[config.mk]
export PLATFORM = sky130hd
export DESIGN_NAME = pncs_ctrl
export DESIGN_NICKNAME = d
export VERILOG_FILES = /design/src/rtl/pncs_pkg.sv /design/src/rtl/pncs_ctrl.sv
export SDC_FILE = /design/constraint.sdc
export NUM_CORES = 1
export LEC_CHECK = 0
export BUFFER_PORTS_ARGS = -buffer_cell sky130_fd_sc_hd__buf_2
export CELL_PAD_IN_SITES_DETAIL_PLACEMENT = 1
export CELL_PAD_IN_SITES_GLOBAL_PLACEMENT = 1
export CORE_MARGIN = 1
export CORE_UTILIZATION = 35
export CTS_CLUSTER_DIAMETER = 40
export DETAILED_ROUTE_END_ITERATION = 8
export GPL_ROUTABILITY_DRIVEN = 0
export PLACE_DENSITY_LB_ADDON = 0.15
export SETUP_SLACK_MARGIN = 0.1
export SLEW_MARGIN = 20
export SYNTH_ARGS = -nofsm -noshare
export SYNTH_HDL_FRONTEND = slang
export SYNTH_SLANG_ARGS = --single-unit
[constraint.sdc]
create_clock -name clock -period 2 [get_ports clock]
set_clock_uncertainty 0.1 [all_clocks]
set_input_delay 0.4 -clock clock [delete_from_list [all_inputs] [get_ports clock]]
set_output_delay 0.4 -clock clock [all_outputs]
set_load 0.02 [all_outputs]
[src/rtl/pncs_pkg.sv]
// shared types and constants for the palette nearest colour search block
`timescale 1ns / 1ps

package pncs_pkg;

   localparam int COLOUR_W   = 8;
   localparam int INDEX_W    = 8;
   localparam int WEIGHT_W   = 8;
   localparam int DIST_W     = 34;
   localparam int ENTRY_W    = 3 * COLOUR_W;
   localparam int CSR_IDX_W  = 3;
   localparam int CSR_DATA_W = 8;

   // item operation codes
   localparam logic OP_WRITE = 1'b0;
   localparam logic OP_QUERY = 1'b1;

   // register indexes
   localparam logic [CSR_IDX_W-1:0] REG_MATCH_MODE   = 3'd0;
   localparam logic [CSR_IDX_W-1:0] REG_WEIGHT_RED   = 3'd1;
   localparam logic [CSR_IDX_W-1:0] REG_WEIGHT_GREEN = 3'd2;
   localparam logic [CSR_IDX_W-1:0] REG_WEIGHT_BLUE  = 3'd3;

   // register reset values
   localparam logic                MODE_RESET   = 1'b0;
   localparam logic [WEIGHT_W-1:0] WEIGHT_RESET = 8'd16;

   // controller to datapath commands
   typedef struct packed {
      logic req_take;
      logic clear_we;
      logic scan_rd;
      logic load_rsp;
   } pncs_cmd_type;

   // datapath to controller status
   typedef struct packed {
      logic pipe_empty;
   } pncs_stat_type;

endpackage

[src/rtl/pncs_ctrl.sv]
// controller: clearing pass, scan sequencing and response handshake
`timescale 1ns / 1ps

module pncs_ctrl import pncs_pkg::*; #(
   parameter int ENTRIES = 256
) (
   input  logic                       clock,
   input  logic                       reset,
   input  logic                       req_valid,
   input  logic                       req_op,
   output logic                       req_ready,
   input  logic                       rsp_ready,
   output logic                       rsp_valid,
   input  pncs_stat_type              stat,
   output pncs_cmd_type               cmd,
   output logic [$clog2(ENTRIES)-1:0] addr
);

   localparam int AW = $clog2(ENTRIES);
   localparam logic [AW-1:0] LAST = AW'(ENTRIES - 1);

   localparam logic [2:0] ST_CLEAR = 3'd0;
   localparam logic [2:0] ST_IDLE  = 3'd1;
   localparam logic [2:0] ST_SCAN  = 3'd2;
   localparam logic [2:0] ST_DRAIN = 3'd3;
   localparam logic [2:0] ST_DONE  = 3'd4;

   logic [2:0]    state_ff, state_in;
   logic [AW-1:0] cnt_ff, cnt_in;
   logic          rsp_valid_ff, rsp_valid_in;

   always_comb begin
      state_in  = state_ff;
      cnt_in    = cnt_ff;
      req_ready = 1'b0;
      cmd       = '0;
      unique case (state_ff)
         ST_CLEAR: begin
            cmd.clear_we = 1'b1;
            cnt_in       = cnt_ff + AW'(1);
            if (cnt_ff == LAST) begin
               cnt_in   = '0;
               state_in = ST_IDLE;
            end
         end
         ST_IDLE: begin
            req_ready = 1'b1;
            if (req_valid) begin
               cmd.req_take = 1'b1;
               cnt_in       = '0;
               state_in     = (req_op == OP_QUERY) ? ST_SCAN : ST_DONE;
            end
         end
         ST_SCAN: begin
            cmd.scan_rd = 1'b1;
            cnt_in      = cnt_ff + AW'(1);
            if (cnt_ff == LAST) begin
               cnt_in   = '0;
               state_in = ST_DRAIN;
            end
         end
         ST_DRAIN: begin
            if (stat.pipe_empty) begin
               state_in = ST_DONE;
            end
         end
         ST_DONE: begin
            if (!rsp_valid_ff || rsp_ready) begin
               cmd.load_rsp = 1'b1;
               state_in     = ST_IDLE;
            end
         end
         default: begin
            state_in = ST_IDLE;
         end
      endcase
   end

   always_comb begin
      rsp_valid_in = rsp_valid_ff;
      if (cmd.load_rsp) begin
         rsp_valid_in = 1'b1;
      end else if (rsp_ready) begin
         rsp_valid_in = 1'b0;
      end
   end

   always_ff @(posedge clock) begin
      if (reset) begin
         state_ff     <= ST_CLEAR;
         cnt_ff       <= '0;
         rsp_valid_ff <= 1'b0;
      end else begin
         state_ff     <= state_in;
         cnt_ff       <= cnt_in;
         rsp_valid_ff <= rsp_valid_in;
      end
   end

   assign rsp_valid = rsp_valid_ff;
   assign addr      = cnt_ff;

endmodule

==> results.cfg <==
[yosys]
synth_edf_count = 0
yosysUniqueCellTypes = 31
syn_area_um2 = 668
synthCells = 76
seq_area_frac_synth_pct = 36.0
ys.flop_type = dfxtp_1
avgSynthCellArea_um2 = 8.79
yosys_register_bits = 12
async_flop_share_pct = 0
ys_warn_count = 0
synth_nets = 83

[outcome]
outcome = complete, no violations

[finish]
syn2layout_area_growth_pct = 23.2
final_common_cell = buf_2
nets = 104
final_cell_mix = buf_2 (18), nor2_1 (11), dfxtp_1 (11), xnor2_1 (6), nand2_1 (5)
drive_gt1_share_pct = 36.5
n_antenna_cell = 0

[timing]
post-route-period-util_pct = 89.7
slew_violations = 0
setup_violations = 0
finalWorstSetupSlack_ns = 0.206
rsz0062_at_grt = yes
worst_slew_pin_slew_ns = 0.286
hold-worst-slack_ns = 0.295
fmax_ghz = 0.557
fin_tns_setup_ns = 0
finalCriticalPeriod_ns = 1.79
hold_viol = 0
slew_headroom_pct = 81.0

[routing]
drt_first_pass_iters = 2
first_iter_violations = 3
num_vias = 576
wire_per_inst_um = 11.4
antenna_left = 0
vias_per_cell = 4.76
drc = 0
wl_um = 1390

[clock_network]
numCtsBuffers = 3
clk_pin_slew_ns = 0.08
clockBufferDepth = 2
cts_setup_buffers = 0
cts_tree = built
cts_resized = 2
clock_latency_ns = 0.27
cts_root_buffer = clkbuf_4
htreeDepth = 1
cts_hold_buffers = 0
cts.sinks = 12

[pwr]
switchingPower_uw = 113
seqPwrFrac_pct = 51.7
power_frac_clock_pct = 39.9
ir_drop_mv = 0.242
swShare_pct = 23.3
leakagePower_uw = 0.000319
power_density_nw_per_um2 = 587
internal_power_uw = 370
p_comb_share_pct = 8.4

[floorplan]
io_pins = 20
dieArea_um2 = 2090
start_util_pct = 37.9
num_rows = 15
core_um2 = 1760
die_x_um = 45.7
die_h_um = 45.7

[global_route]
grt_use_total_pct = 15.4
antenna_found_initial = 0
grt_max_degree = 16
grt_pass1_vias = 515
gr-total-overflow = 0
grt_pass1_wl_um = 2220

[setup_path]
worst_ep_required_time_ns = 1.50
crit_buf_inv = 2
cp-end-kind = primary output
crit_type = reg -> out
path_cells = buf_4 -> nor2_1 -> and2_2 -> buf_2
critical_path.max_stage_delay_ns = 0.32
arrival_ns = 1.29
slowest_stage = dfxtp_1
cp_top_family = simple AND/OR/NAND/NOR gates
startpoint_type = flip-flop
path_max_fanout = 15

[place]
pre_cts_slack_ns = 0.307
dp_hpwl_um = 1080
port_buffers = 19

[job]
cap_viol_max_count = 0

[min_path]
hold_class = in -> reg
## final timing paths
path	to	startpoint	slack, ns	cells after the start
max	cmd[1]	state_ff[0]$_SDFFE_PP0P_	0.21	4
min	rsp_valid$_SDFFE_PP0P_	reset	0.30	2
max reg2reg	addr[0]$_SDFFE_PP0P_	addr[0]$_SDFFE_PP0P_	0.32	5
min reg2reg	rsp_valid$_SDFFE_PP0P_	rsp_valid$_SDFFE_PP0P_	0.42	2
## Yosys cell counts (2+ instances only)
cell type  instances  area (µm²)
nand2b_1           4        25.0
a2111oi_4          2        55.1
clkbuf_1           2        7.51
a211oi_1           2        15.0
nand2_1            5        18.8
a21oi_1            4        20.0
nor3_1             3        15.0
dfxtp_1           12         240
nor2_1            11        41.3
xnor2_1            6        52.6
inv_1              3        11.3
a31oi_1            3        18.8
## power by group through the flow
stage / sequential, µW / combinational [µW] / clock [µW]
floorplan: 262 / 22.1 / 0
finish: 250 / 40.5 / 193
CTS: 250 / 41.3 / 200
global placement: 256 / 39.9 / 0
detailed placement: 256 / 40.4 / 0
global route: 251 / 45.4 / 211
## final cells by class
| type | count | area [µm²] |
|---|---|---|
| sequential | 12 | 241 |
| clock buffer | 4 | 36.3 |
| fill | 240 | 941 |
| multi-input combinational | 56 | 390 |
| inverter | 3 | 11.3 |
| timing repair buffer | 21 | 113 |
| tap | 25 | 31.3 |
## sequential cells by signal, summed over array words and instances, names as in the netlist
name,cells
addr,8
rsp_valid,1
state_ff,3
## per-stage QoR
stage               instance area, µm²  total power, µW  util [%]  std cells
CTS                                818              491      46.4        121
global route                       823              508      46.7        121
floorplan                          668              284         -         76
global placement                   778              296      44.1        117
finish                             823              483      46.7        121
detailed placement                 778              296      44.1        117
## cell families (layout without fill, tap and decap cells)
| group | count (synthesis) | count (layout) | share of synthesized area [%] |
|---|---|---|---|
| buffers and inverters | 8 | 28 | 6.37 |
| xor gates and xnor gates | 7 | 7 | 9.18 |
| adders and majority gates | 1 | 1 | 1.87 |
| AOI/OAI and AO/OA | 14 | 14 | 20.4 |
| and+or+nand+nor | 34 | 34 | 26.2 |
| DFF | 12 | 12 | 36.0 |
## layer usage
layer | GRT usage (%) | share of wire (%) | vias up
li1 | - | - | 299
met1 | 20.0 | 49 | 264
met2 | 23.1 | 45 | 11
met3 | 3.57 | 4.5 | 2
met4 | 8.82 | 0.94 | 0
met5 | 0 | 0 | -
Note: power is estimated with default switching activity, not from simulation.
